`src/rtl/servo_frame_parser_crc16_unit_macros.svh`:
```
// Assertion macros shared by the servo frame parser RTL.
`ifndef SERVO_FRAME_PARSER_CRC16_UNIT_MACROS_SVH
`define SERVO_FRAME_PARSER_CRC16_UNIT_MACROS_SVH

// Same-cycle implication, sampled on i_clk and disabled while i_rst_n is low.
`define SFP_ASSERT_IMP(lbl, ante, cons, msg) \
    lbl: assert property (@(posedge i_clk) disable iff (!i_rst_n) (ante) |-> (cons)) \
        else $error(msg);

// Next-cycle implication, sampled on i_clk and disabled while i_rst_n is low.
`define SFP_ASSERT_NXT(lbl, ante, cons, msg) \
    lbl: assert property (@(posedge i_clk) disable iff (!i_rst_n) (ante) |=> (cons)) \
        else $error(msg);

`endif

```
`src/rtl/sfp_pkg.sv`:
```
// Types, constants and CRC helper functions for the servo frame parser.
package sfp_pkg;

    localparam int PAYLOAD_BYTES_DEF = 8;
    localparam int NUM_CHANNELS_DEF  = 4;
    localparam int OUT_CHANNELS      = 4;

    localparam logic [7:0] SYNC_FIRST  = 8'hFF;
    localparam logic [7:0] SYNC_SECOND = 8'hFE;

    localparam int REG_IDX_W = 4;
    localparam logic [REG_IDX_W-1:0] REG_POLY    = 4'd0;
    localparam logic [REG_IDX_W-1:0] REG_INIT    = 4'd1;
    localparam logic [REG_IDX_W-1:0] REG_XOROUT  = 4'd2;
    localparam logic [REG_IDX_W-1:0] REG_REFLECT = 4'd3;

    localparam logic [15:0] CRC_POLY_RST    = 16'h8005;
    localparam logic [15:0] CRC_INIT_RST    = 16'h0000;
    localparam logic [15:0] CRC_XOROUT_RST  = 16'h0000;
    localparam logic        CRC_REFLECT_RST = 1'b1;

    typedef enum logic [1:0] {
        PH_HUNT    = 2'd0,
        PH_SYNC2   = 2'd1,
        PH_COLLECT = 2'd2
    } t_phase;

    typedef enum logic [1:0] {
        EV_NONE = 2'd0,
        EV_GOOD = 2'd1,
        EV_BAD  = 2'd2
    } t_event;

    typedef struct packed {
        logic [7:0] rx_byte;
        logic       clear_errors;
        logic       ack_new;
    } t_in_item;

    typedef struct packed {
        logic [15:0] chan_rudder;
        logic [15:0] chan_throttle;
        logic [15:0] chan_elevator;
        logic [15:0] chan_aileron;
        logic        new_frame;
        logic [15:0] error_count;
        logic [1:0]  frame_event;
    } t_out_item;

    typedef struct packed {
        logic [REG_IDX_W-1:0] reg_index;
        logic [15:0]          wdata;
    } t_cfg_write;

    typedef struct packed {
        logic [15:0] poly;
        logic [15:0] init;
        logic [15:0] xorout;
        logic        reflect;
    } t_crc_cfg;

    function automatic logic [7:0] rev8(input logic [7:0] b);
        logic [7:0] r;
        for (int i = 0; i < 8; i++) begin
            r[7-i] = b[i];
        end
        return r;
    endfunction

    function automatic logic [15:0] rev16(input logic [15:0] v);
        return {rev8(v[7:0]), rev8(v[15:8])};
    endfunction

    // Byte-wide CRC step, MSB first, eight dependent shift/XOR stages.
    function automatic logic [15:0] crc_byte_update(input logic [15:0] crc,
                                                    input logic [7:0]  b,
                                                    input logic [15:0] poly);
        logic [15:0] c;
        c = crc ^ {b, 8'h00};
        for (int i = 0; i < 8; i++) begin
            if (c[15]) begin
                c = {c[14:0], 1'b0} ^ poly;
            end else begin
                c = {c[14:0], 1'b0};
            end
        end
        return c;
    endfunction

endpackage

```
`src/rtl/sfp_stream_if.sv`:
```
// Valid/ready channel interface carrying one payload item per transaction.
interface sfp_stream_if import sfp_pkg::*; #(
    parameter type T = t_in_item
) ();
    logic valid;
    logic ready;
    T     data;

    modport source (output valid, output data, input ready);
    modport sink   (input valid, input data, output ready);
endinterface

```
`src/rtl/sfp_frame.sv`:
```
// Sync hunt, payload collection, CRC check and channel/status state.
`include "servo_frame_parser_crc16_unit_macros.svh"

module sfp_frame import sfp_pkg::*; #(
    parameter int PAYLOAD_BYTES = PAYLOAD_BYTES_DEF,
    parameter int NUM_CHANNELS  = NUM_CHANNELS_DEF
) (
    input  logic      i_clk,
    input  logic      i_rst_n,
    input  logic      i_step,
    input  t_in_item  i_item,
    input  t_crc_cfg  i_cfg,
    output t_out_item o_result
);

    localparam int CW = $clog2(PAYLOAD_BYTES + 2);
    localparam int SW = PAYLOAD_BYTES + 1;
    localparam logic [CW-1:0] CNT_CRC_HI = CW'(PAYLOAD_BYTES);

    t_phase        r_phase, n_phase;
    logic [CW-1:0] r_cnt, n_cnt;
    logic [15:0]   r_crc, n_crc;
    logic [7:0]    r_shift [SW];
    logic [15:0]   r_chan [NUM_CHANNELS];
    logic [15:0]   n_chan [NUM_CHANNELS];
    logic          r_new, n_new;
    logic [15:0]   r_err, n_err;
    logic [15:0]   err_base;
    logic [15:0]   out_chan [OUT_CHANNELS];
    logic          shift_en;
    logic          crc_match;
    t_event        ev;

    assign crc_match = ({r_shift[0], i_item.rx_byte} ==
                        ((i_cfg.reflect ? rev16(r_crc) : r_crc) ^ i_cfg.xorout));

    // Next-state logic of the frame sequencer.
    always_comb begin
        n_phase  = r_phase;
        n_cnt    = r_cnt;
        n_crc    = r_crc;
        shift_en = 1'b0;
        ev       = EV_NONE;
        unique case (r_phase)
            PH_SYNC2: begin
                if (i_item.rx_byte == SYNC_SECOND) begin
                    n_phase = PH_COLLECT;
                    n_cnt   = '0;
                    n_crc   = i_cfg.init;
                end else begin
                    n_phase = PH_HUNT;
                end
            end
            PH_COLLECT: begin
                if (r_cnt < CNT_CRC_HI) begin
                    shift_en = 1'b1;
                    n_crc    = crc_byte_update(r_crc,
                                   i_cfg.reflect ? rev8(i_item.rx_byte) : i_item.rx_byte,
                                   i_cfg.poly);
                    n_cnt    = r_cnt + 1'b1;
                end else if (r_cnt == CNT_CRC_HI) begin
                    shift_en = 1'b1;
                    n_cnt    = r_cnt + 1'b1;
                end else begin
                    ev      = crc_match ? EV_GOOD : EV_BAD;
                    n_phase = PH_HUNT;
                    n_cnt   = '0;
                end
            end
            default: begin
                n_phase = (i_item.rx_byte == SYNC_FIRST) ? PH_SYNC2 : PH_HUNT;
                n_cnt   = '0;
            end
        endcase
    end

    // The newest byte enters at index 0, so payload byte j sits at index SW-1-j
    // once the high CRC byte has been taken.
    genvar gk;
    generate
        for (gk = 0; gk < NUM_CHANNELS; gk++) begin : g_chan
            if (2 * gk + 1 < PAYLOAD_BYTES) begin : g_load
                assign n_chan[gk] = (ev == EV_GOOD) ?
                                    {r_shift[SW-1-2*gk], r_shift[SW-2-2*gk]} : r_chan[gk];
            end else begin : g_keep
                assign n_chan[gk] = r_chan[gk];
            end
        end
        for (gk = 0; gk < OUT_CHANNELS; gk++) begin : g_out
            if (gk < NUM_CHANNELS) begin : g_used
                assign out_chan[gk] = n_chan[gk];
            end else begin : g_zero
                assign out_chan[gk] = '0;
            end
        end
    endgenerate

    // Status outputs of the sequencer.
    always_comb begin
        n_new    = (i_item.ack_new ? 1'b0 : r_new) | (ev == EV_GOOD);
        err_base = i_item.clear_errors ? '0 : r_err;
        n_err    = err_base;
        if (ev == EV_BAD && err_base != '1) begin
            n_err = err_base + 1'b1;
        end
        o_result.chan_rudder   = out_chan[0];
        o_result.chan_throttle = out_chan[1];
        o_result.chan_elevator = out_chan[2];
        o_result.chan_aileron  = out_chan[3];
        o_result.new_frame     = n_new;
        o_result.error_count   = n_err;
        o_result.frame_event   = ev;
    end

    always_ff @(posedge i_clk) begin
        if (!i_rst_n) begin
            r_phase <= PH_HUNT;
            r_cnt   <= '0;
            r_crc   <= CRC_INIT_RST;
            r_new   <= 1'b0;
            r_err   <= '0;
            for (int k = 0; k < NUM_CHANNELS; k++) begin
                r_chan[k] <= 16'(k);
            end
        end else if (i_step) begin
            r_phase <= n_phase;
            r_cnt   <= n_cnt;
            r_crc   <= n_crc;
            r_new   <= n_new;
            r_err   <= n_err;
            r_chan  <= n_chan;
        end
    end

    always_ff @(posedge i_clk) begin
        if (i_step && shift_en) begin
            r_shift[0] <= i_item.rx_byte;
            for (int i = 1; i < SW; i++) begin
                r_shift[i] <= r_shift[i-1];
            end
        end
    end

    `SFP_ASSERT_NXT(a_bad_counts, i_step && ev == EV_BAD, r_err != '0, "CRC error not counted")
    `SFP_ASSERT_NXT(a_good_flags, i_step && ev == EV_GOOD, r_new, "good frame did not set flag")
    `SFP_ASSERT_IMP(a_cnt_range, r_phase == PH_COLLECT, r_cnt <= CNT_CRC_HI + 1'b1,
                    "byte count ran past the frame")

endmodule

```
`src/rtl/servo_frame_parser_crc16_unit.sv`:
```
// An accepted byte passes through the input register and then the result register.
// Throughput: one byte per cycle while results are taken; the byte-wide CRC update and state step fit in one stage.
// A result not yet taken lets the input register take one more byte, then holds the input off.
// Reset (synchronous, active low) sets hunting state, zero flags and error count, channel i = i,
// and CRC registers to the CRC-16/ARC variant. The configuration channel is always ready.
`include "servo_frame_parser_crc16_unit_macros.svh"

module servo_frame_parser_crc16_unit import sfp_pkg::*; #(
    parameter int PAYLOAD_BYTES = PAYLOAD_BYTES_DEF,
    parameter int NUM_CHANNELS  = NUM_CHANNELS_DEF
) (
    input  logic         i_clk,
    input  logic         i_rst_n,
    sfp_stream_if.sink   i_in,
    sfp_stream_if.source o_res,
    sfp_stream_if.sink   i_cfg
);

    t_crc_cfg  r_cfg;
    logic      r_in_valid;
    t_in_item  r_in;
    logic      r_res_valid;
    t_out_item r_res;
    t_out_item result;
    logic      step;

    assign step        = r_in_valid && (!r_res_valid || o_res.ready);
    assign i_in.ready  = !r_in_valid || step;
    assign i_cfg.ready = 1'b1;
    assign o_res.valid = r_res_valid;
    assign o_res.data  = r_res;

    always_ff @(posedge i_clk) begin
        if (!i_rst_n) begin
            r_cfg.poly    <= CRC_POLY_RST;
            r_cfg.init    <= CRC_INIT_RST;
            r_cfg.xorout  <= CRC_XOROUT_RST;
            r_cfg.reflect <= CRC_REFLECT_RST;
        end else if (i_cfg.valid) begin
            unique case (i_cfg.data.reg_index)
                REG_POLY:    r_cfg.poly    <= i_cfg.data.wdata;
                REG_INIT:    r_cfg.init    <= i_cfg.data.wdata;
                REG_XOROUT:  r_cfg.xorout  <= i_cfg.data.wdata;
                REG_REFLECT: r_cfg.reflect <= i_cfg.data.wdata[0];
                default: ;
            endcase
        end
    end

    always_ff @(posedge i_clk) begin
        if (!i_rst_n) begin
            r_in_valid  <= 1'b0;
            r_res_valid <= 1'b0;
        end else begin
            if (i_in.ready) begin
                r_in_valid <= i_in.valid;
            end
            if (step) begin
                r_res_valid <= 1'b1;
            end else if (o_res.ready) begin
                r_res_valid <= 1'b0;
            end
        end
    end

    always_ff @(posedge i_clk) begin
        if (i_in.valid && i_in.ready) begin
            r_in <= i_in.data;
        end
        if (step) begin
            r_res <= result;
        end
    end

    sfp_frame #(
        .PAYLOAD_BYTES (PAYLOAD_BYTES),
        .NUM_CHANNELS  (NUM_CHANNELS)
    ) u_frame (
        .i_clk    (i_clk),
        .i_rst_n  (i_rst_n),
        .i_step   (step),
        .i_item   (r_in),
        .i_cfg    (r_cfg),
        .o_result (result)
    );

    `SFP_ASSERT_NXT(a_step_fills, step, r_res_valid, "processed byte produced no result")
    `SFP_ASSERT_NXT(a_in_holds, r_in_valid && !step, r_in_valid && $stable(r_in),
                    "stalled byte lost from input stage")
    `SFP_ASSERT_NXT(a_cfg_reflect, i_cfg.valid && i_cfg.data.reg_index == REG_REFLECT,
                    r_cfg.reflect == $past(i_cfg.data.wdata[0]), "reflect register not written")

endmodule

```
`src/flat_wrapper.sv`:
```
// flat-port wrapper written by rule: the top's interface ports become plain ports
module servo_frame_parser_crc16_unit_flat import sfp_pkg::*;
#(
    parameter int PAYLOAD_BYTES = PAYLOAD_BYTES_DEF,
    parameter int NUM_CHANNELS  = NUM_CHANNELS_DEF
)
  (i_clk, i_rst_n, i_in_valid, i_in_data, i_in_ready, o_res_valid, o_res_data, o_res_ready, i_cfg_valid, i_cfg_data, i_cfg_ready);
  sfp_stream_if #(.T(t_in_item)) i_in_i ();
  sfp_stream_if #(.T(t_out_item)) o_res_i ();
  sfp_stream_if #(.T(t_cfg_write)) i_cfg_i ();
  input  logic i_clk;
  input  logic i_rst_n;
  input wire logic [$bits(i_in_i.valid)-1:0] i_in_valid;
  input wire logic [$bits(i_in_i.data)-1:0] i_in_data;
  output wire logic [$bits(i_in_i.ready)-1:0] i_in_ready;
  output wire logic [$bits(o_res_i.valid)-1:0] o_res_valid;
  output wire logic [$bits(o_res_i.data)-1:0] o_res_data;
  input wire logic [$bits(o_res_i.ready)-1:0] o_res_ready;
  input wire logic [$bits(i_cfg_i.valid)-1:0] i_cfg_valid;
  input wire logic [$bits(i_cfg_i.data)-1:0] i_cfg_data;
  output wire logic [$bits(i_cfg_i.ready)-1:0] i_cfg_ready;
  assign i_in_i.valid = i_in_valid;
  assign i_in_i.data = i_in_data;
  assign i_in_ready = i_in_i.ready;
  assign o_res_valid = o_res_i.valid;
  assign o_res_data = o_res_i.data;
  assign o_res_i.ready = o_res_ready;
  assign i_cfg_i.valid = i_cfg_valid;
  assign i_cfg_i.data = i_cfg_data;
  assign i_cfg_ready = i_cfg_i.ready;
  servo_frame_parser_crc16_unit #(.PAYLOAD_BYTES(PAYLOAD_BYTES), .NUM_CHANNELS(NUM_CHANNELS)) u_core (.i_clk(i_clk), .i_rst_n(i_rst_n), .i_in(i_in_i), .o_res(o_res_i), .i_cfg(i_cfg_i));
endmodule
```
`config.mk`:
```
export PLATFORM = sky130hd
export DESIGN_NAME = servo_frame_parser_crc16_unit_flat
export DESIGN_NICKNAME = d
export VERILOG_FILES = /design/src/rtl/sfp_pkg.sv /design/src/rtl/sfp_stream_if.sv /design/src/rtl/sfp_frame.sv /design/src/rtl/servo_frame_parser_crc16_unit.sv /design/src/flat_wrapper.sv
export VERILOG_INCLUDE_DIRS = /design/src /design/src/rtl
export SDC_FILE = /design/constraint.sdc
export NUM_CORES = 1
export LEC_CHECK = 0
export BUFFER_PORTS_ARGS = -buffer_cell sky130_fd_sc_hd__buf_2
export CAP_MARGIN = 20
export CORE_UTILIZATION = 55
export CTS_CLUSTER_DIAMETER = 40
export CTS_CLUSTER_SIZE = 24
export DETAILED_ROUTE_END_ITERATION = 16
export GPL_ROUTABILITY_DRIVEN = 0
export GPL_TIMING_DRIVEN = 0
export PLACE_DENSITY = 0.72
export SETUP_SLACK_MARGIN = 0.05
export SLEW_MARGIN = 0
export SYNTH_ARGS = -nofsm -noshare
export SYNTH_HDL_FRONTEND = slang
export SYNTH_SLANG_ARGS = --single-unit
```
`constraint.sdc`:
```
create_clock -name i_clk -period 6.8 [get_ports i_clk]
set_input_delay 0 -clock i_clk [delete_from_list [all_inputs] [get_ports i_clk]]
set_output_delay 0 -clock i_clk [all_outputs]
set_load 0.02 [all_outputs]
```
==> Yosys cells after proc, flatten, opt, wreduce, memory -nomap -nowiden <==
Memories as Yosys holds them, arrays and structs flattened.
Index checks and enable logic that the tools add are counted.
{ "classes": {"add_sub_neg": 2, "magnitude_cmp": 1, "n_eq_ne": 16, "muxes": 54, "bitwise_logic": 11, "n_reduce_logical": 18} }
{ "op_table": {"columns": ["op", "n"], "rows": [
  ["16-bit 2-to-1 mux", 31],
  ["16-bit bitwise XOR", 10],
  ["16-bit one-hot mux with 2 select lines", 1],
  ["16-bit by 1-bit adder with 16-bit output (second input constant)", 1],
  ["16-bit == test", 1],
  ["8-bit == test (second input constant)", 2],
  ["16-bit inequality test (second input constant)", 1],
  ["2-bit 2-to-1 mux", 7],
  ["4-bit 2-to-1 mux", 3],
  ["2-bit AND reduction", 5],
  ["1-bit 2-to-1 mux", 9],
  ["4-bit by 2-bit == test with 1-bit output (second input constant)", 2],
  ["8-bit 2-to-1 mux", 1],
  ["2-bit inequality test (second input constant)", 4],
  ["4-bit one-hot mux with 2 select lines", 1],
  ["4-bit by 1-bit adder with 4-bit output (second input constant)", 1],
  ["2-bit by 1-bit == test with 1-bit output (second input constant)", 2],
  ["2-bit == test (second input constant)", 2],
  ["4-bit by 1-bit == test with 1-bit output (second input constant)", 1],
  ["4-bit == test (second input constant)", 1],
  ["1-bit logical AND", 4],
  ["4-bit logical NOT", 1],
  ["4-bit less-than comparator (second input constant)", 1],
  ["2-bit one-hot mux with 2 select lines", 1],
  ["other kinds (6)", 9]
]} }
{ "totals": {"reg_bits": 247, "ram_bits": 72, "out_inout_bits": 86, "wordCells": 128, "memories": 1} }
{ "memory_table": {"columns": ["name", "depth", "width", "read_ports", "rd_ports_with_merged_regs", "write_ports", "line", "text"], "rows": [
  ["u_core.u_frame.r_shift", 9, 8, 9, 0, 9, "sfp_frame.sv:23", "logic [7:0] r_shift [SW];"]
]} }

==> Depth between registers and ports, before layout <==
{ "logic_depth": {"depth_word": 34, "mapped_depth": 18, "depth_no_buf": 16} }

==> Cells and area by module <==
A second synthesis with hierarchy kept.
{ "unflattened": {"hier_cells": 1335, "hier_area_um2": 15482.3} }
{ "modules_own_cells": {"columns": ["mod", "instances", "cells_each", "area_each_um2", "seq_area_each_um2"], "rows": [
  ["sfp_frame", 1, 1045, 10729.0, 4224.1],
  ["servo_frame_parser_crc16_unit", 1, 290, 4753.3, 3813.7]
]} }

==> Worst setup path before layout <==
Ideal clock, no wire load.
{ "synth_path": {"kind": "reg2reg", "from": "reg u_core.r_res_valid, in the netlist u_core.o_res.valid", "to": "mem u_core.u_frame.r_shift[0][0] (enable)", "setup_time_ns": 0.503, "t_arrival_ns": 4.172, "t_required_ns": 6.297, "path_slack_ns": 2.125, "stages_incl_launch_ff": 6, "n_path_buf": 2, "synth_period_minus_slack_ns": 4.675, "cell_sequence": "dfxtp_1 -> nor2b_1 -> nand2b_1 -> clkbuf_1 -> buf_1 -> nor2_1"} }
{ "synth_lines": {"columns": ["element", "line", "text"], "rows": [
  ["start: declaration", "servo_frame_parser_crc16_unit.sv:22", "logic r_res_valid;"],
  ["start signal: assignment", "servo_frame_parser_crc16_unit.sv:53", "r_res_valid <= 1'b0;"],
  ["start signal: assignment", "servo_frame_parser_crc16_unit.sv:59", "r_res_valid <= 1'b1;"],
  ["start signal: assignment", "servo_frame_parser_crc16_unit.sv:61", "r_res_valid <= 1'b0;"],
  ["end: declaration", "sfp_frame.sv:23", null]
]} }

==> Final worst setup path <==
{ "layout_path": {"from": "reg u_core.r_in[9] in the netlist's numbering", "to": "reg u_core.u_frame.r_crc[15]"} }
{ "layout_between": {"elab_chain_len": 33, "elab_cells_between_ends": 37, "cone_classes": "2 x eq/ne; 25 x mux; 9 x bitwise; 1 x reduce/logical"} }
{ "layout_rtl": {"columns": ["element", "line", "text"], "rows": [
  ["start: declaration", "servo_frame_parser_crc16_unit.sv:21", "t_in_item r_in;"],
  ["start signal: assignment", "servo_frame_parser_crc16_unit.sv:68", "r_in <= i_in.data;"],
  ["8-bit 2-to-1 mux", "sfp_frame.sv:58", "i_cfg.reflect ? rev8(i_item.rx_byte) : i_item.rx_byte,"],
  ["16-bit bitwise XOR", "sfp_pkg.sv:79", "c = crc ^ {b, 8'h00};"],
  ["16-bit 2-to-1 mux / 16-bit bitwise XOR (equally long branches)", "sfp_pkg.sv:81, sfp_pkg.sv:82", null],
  ["16-bit 2-to-1 mux (on tied branches)", "sfp_frame.sv:55, sfp_pkg.sv:81", null],
  ["16-bit 2-to-1 mux (on tied branches)", "sfp_frame.sv:44, sfp_frame.sv:55", null],
  ["16-bit bitwise XOR / 16-bit 2-to-1 mux (equally long branches)", "sfp_pkg.sv:82, sfp_frame.sv:44", null],
  ["16-bit 2-to-1 mux / 16-bit bitwise XOR (equally long branches)", "sfp_pkg.sv:81, sfp_pkg.sv:82", null],
  ["16-bit 2-to-1 mux (on tied branches)", "sfp_frame.sv:55, sfp_pkg.sv:81", null],
  ["[... 17 more ...]", null, null],
  ["16-bit bitwise XOR / 16-bit 2-to-1 mux (equally long branches)", "sfp_pkg.sv:82, sfp_frame.sv:44", null],
  ["16-bit 2-to-1 mux / 16-bit bitwise XOR (equally long branches)", "sfp_pkg.sv:81, sfp_pkg.sv:82", null],
  ["16-bit 2-to-1 mux (on tied branches)", "sfp_frame.sv:55, sfp_pkg.sv:81", null],
  ["16-bit 2-to-1 mux (on tied branches)", "sfp_frame.sv:44, sfp_frame.sv:55", null],
  ["16-bit bitwise XOR / 16-bit 2-to-1 mux (equally long branches)", "sfp_pkg.sv:82, sfp_frame.sv:44", null],
  ["16-bit 2-to-1 mux", "sfp_pkg.sv:81", "if (c[15]) begin"],
  ["16-bit 2-to-1 mux", "sfp_frame.sv:55", "if (r_cnt < CNT_CRC_HI) begin"],
  ["16-bit one-hot mux with 2 select lines", "sfp_frame.sv:44", "unique case (r_phase)"],
  ["end signal: assignment", "sfp_frame.sv:128", "r_crc <= n_crc;"],
  ["end: declaration", "sfp_frame.sv:22", "logic [15:0] r_crc, n_crc;"]
]} }
Several ways; a longest one is shown, not always the timed one. The select of a mux whose other input is x is not followed.
A chain may end at the register's enable or synchronous reset.

==> results.toml <==
[cells_and_area]
nNetsFinal = 1690
areaGrowthSynthToFinish_pct = 17.61
final_area_sq_um = 18070
antenna_cells = 0
n_fill_cell = 2131
drive_above_1_share = 0.1746
layout_common_cells = "nand2_1 (177), edfxtp_1 (165), nor2_1 (154), dfxtp_1 (154), xnor2_1 (136)"
mostFrequentLayoutCell = "nand2_1"

[sta]
fin_hold_ws_ps = 60.36
fin_tns_setup_ps = 0
fmax_mhz = 211.5
slew_violations = 0
setup_viol = 0
fin_ws_ps = 2072
worst_slew_margin_rel = 0.3303
finalHoldViolations = 0
fin_worst_skew_ps = 30.86
worstMarginPinSlew_ps = 996.9
rsz0062_at_grt = "no"
min_period_over_period = 0.6953
fin_crit_ps = 4728

[global_routing]
grt_pass1_wl_mm = 58.28
grt_pass1_vias = 10890
grt_overflow = 0
grt_start_max_net_pins = 49
antenna_found_initial = 0
grtUsageTotal = 0.2620

[yosys]
synth_area_leaders = "edfxtp_1 (32%), dfxtp_1 (20%), xnor2_1 (7.8%)"
synth_fp_nets = 1493
ys_ff_latch = 319
synth_area_sq_um = 15370
synth_top_area_share = 0.3224
ys_types = 66
async_flop_share = 0
synthCells = 1453
seq_area_frac_synth = 0.5231
avgSynthCellArea_sq_um = 10.58
synth_top_cell_by_area = "edfxtp_1"
synthFlopType = "edfxtp_1"
yosys_warnings = 0
synth_edf_count = 165

[critical_path]
endpoint_kind = "register"
cp-start-kind = "register"
cp_data_arrival_time_ps = 5130
required_ps = 7200
path_max_fanout = 10
worstSetupPathType = "register to register"

[floorplan]
core_sq_um = 27180
dieArea_sq_um = 28610
num_io_pins = 121
rows = 60
initial_core_util = 0.5654
dieWidth_microns = 169.1
dieHeight_microns = 169.1

[clock_network]
tritoncts = "yes"
cts_max_level = 2
root_buffer = "clkbuf_16"
cts.clk_slew.worst_paths_ps = 60
cts_buffers = 37
clockBufferDepth = 3
cts_sinks = 319
cts_resized = 0
clk_latency_ps = 530

[power_and_ir_drop]
max-vdd-ir-drop_mv = 0.1619
power_leakage_nw = 6.676
p_total_mw = 4.609
powerDensity_nw_per_um2 = 255.0

[routing]
postRouteAntennaNets = 0
vias_per_cell = 5.541
wl_per_cell_microns = 18.19
drtIter0Drc = 965
vias = 11360
first_pass_iters = 6
route.detailed.drc = 0
wirelength_mm = 37.28

[placed_design]
dp_hpwl_mm = 26.14
port_buffers = 118
pre_cts_slack_ps = 2110
place_area_sq_um = 16500

[job]
drv_cap = 0

[worst_hold_path]
hp-class = "input pin to register"

[status]
outcome = "completed"
stage by stage:
stage,cells,utilization
after detailed placement,1946,0.6072
after CTS,2050,0.6650
after global routing,2050,0.6650
after global placement,1943,0.6043
after floorplan,1453,-
final,2050,0.6650
repair_timing:
| action | CTS | global route |
|---|---|---|
| setup buffers | 0 | 0 |
| hold buffers | 37 | 0 |
| hold endpoints to repair | 61 | 0 |
cell usage after synthesis (all sizes together), types with 10 or more instances:
| master | count |
|---|---|
| nand4 | 11 |
| nand2 | 187 |
| mux2i | 60 |
| and4b | 15 |
| a21oi | 14 |
| dfxtp | 154 |
| nor2b | 50 |
| a31oi | 18 |
| xnor2 | 138 |
| nor2 | 156 |
| a22o | 10 |
| nand3 | 21 |
| mux2 | 65 |
| a32oi | 13 |
| xor2 | 23 |
| inv | 18 |
| buf | 30 |
| o21ai | 66 |
| nor3b | 67 |
| clkbuf | 70 |
| a21boi | 20 |
| edfxtp | 165 |
| nor3 | 10 |
kinds of logic (layout without fill, tap and decap cells):
group                    Yosys count  after routing  synth area share
AND/OR/NAND/NOR                  549            549            0.1778
flip-flops                       319            319            0.5231
AO/OA/AOI/OAI                    170            170           0.07345
XOR/XNOR                         165            165            0.1007
multiplexers                     125            125           0.08835
buffers and inverters            119            344           0.03233
adder cells (fa/ha/maj)            5              5          0.004071
other                              1              1         0.0002440
per-layer routing:
layer / vias up / routed length (microns) / global-route usage
met5: - / 0 / 0
met1: 5420 / 17020 / 0.3664
li1: 5454 / - / -
met4: 0 / 1009 / 0.09440
met2: 416 / 17130 / 0.4212
met3: 70 / 2127 / 0.03055
final cells by class:
| class | instances | area (sq um) | share of cell area |
|---|---|---|---|
| Clock inverter | 19 | 181.4 | 0.01004 |
| Tap cell | 372 | 465.4 | 0.02575 |
| Timing Repair Buffer | 158 | 1028 | 0.05691 |
| Clock buffer | 48 | 1020 | 0.05643 |
| Inverter | 19 | 71.32 | 0.003946 |
| Buffer | 100 | 429.2 | 0.02375 |
| Multi-Input combinational cell | 1015 | 6839 | 0.3784 |
| Sequential cell | 319 | 8038 | 0.4448 |
registers in the layout, indices dropped and copies added (netlist names):
signal and cells:
u_core.r_in_valid 1, u_core.u_frame.r_phase 2, u_core.u_frame.r_chan 64, u_core.o_res.data 83, u_core.u_frame.r_crc 16, u_core.u_frame.r_shift 72
u_core.u_frame.r_cnt 4, u_core.o_res.valid 1, u_core.r_cfg 49, u_core.u_frame.r_err 16, u_core.u_frame.r_new 1, u_core.r_in 10
final timing paths:
kind	slack, ps	end	depth (start not counted)	from
max	2070	u_core.u_frame.r_crc[15]	17	u_core.r_in[9]
min	60	u_core.u_frame.r_crc[3]	3	i_rst_n
max reg2reg	2070	u_core.u_frame.r_crc[15]	17	u_core.r_in[9]
min reg2reg	430	u_core.u_frame.r_shift[0][39]	0	u_core.u_frame.r_shift[0][31]
critical path: stages (launching register included):
cell and delay [ps]:
edfxtp_1 440, buf_2 210, mux2i_4 230, xor2_2 510
nand3_2 200, and4_1 240, buf_4 160, nor3_1 240
xnor3_2 330, xnor3_1 290, mux2i_1 150, a22oi_2 230
xor2_2 340, buf_2 320, xor2_1 170, nand2_1 80
xnor2_1 330, o21ai_0 110
report_power, final:
group,switching [mW],total (mW),internal [mW],leakage (nW)
clock network,0.808,1.93,1.12,0.586
logic,0.339,0.566,0.227,3.32
registers,0.0295,2.11,2.08,2.77
total,1.18,4.61,3.43,6.68
(Power assumes the default switching activity.)
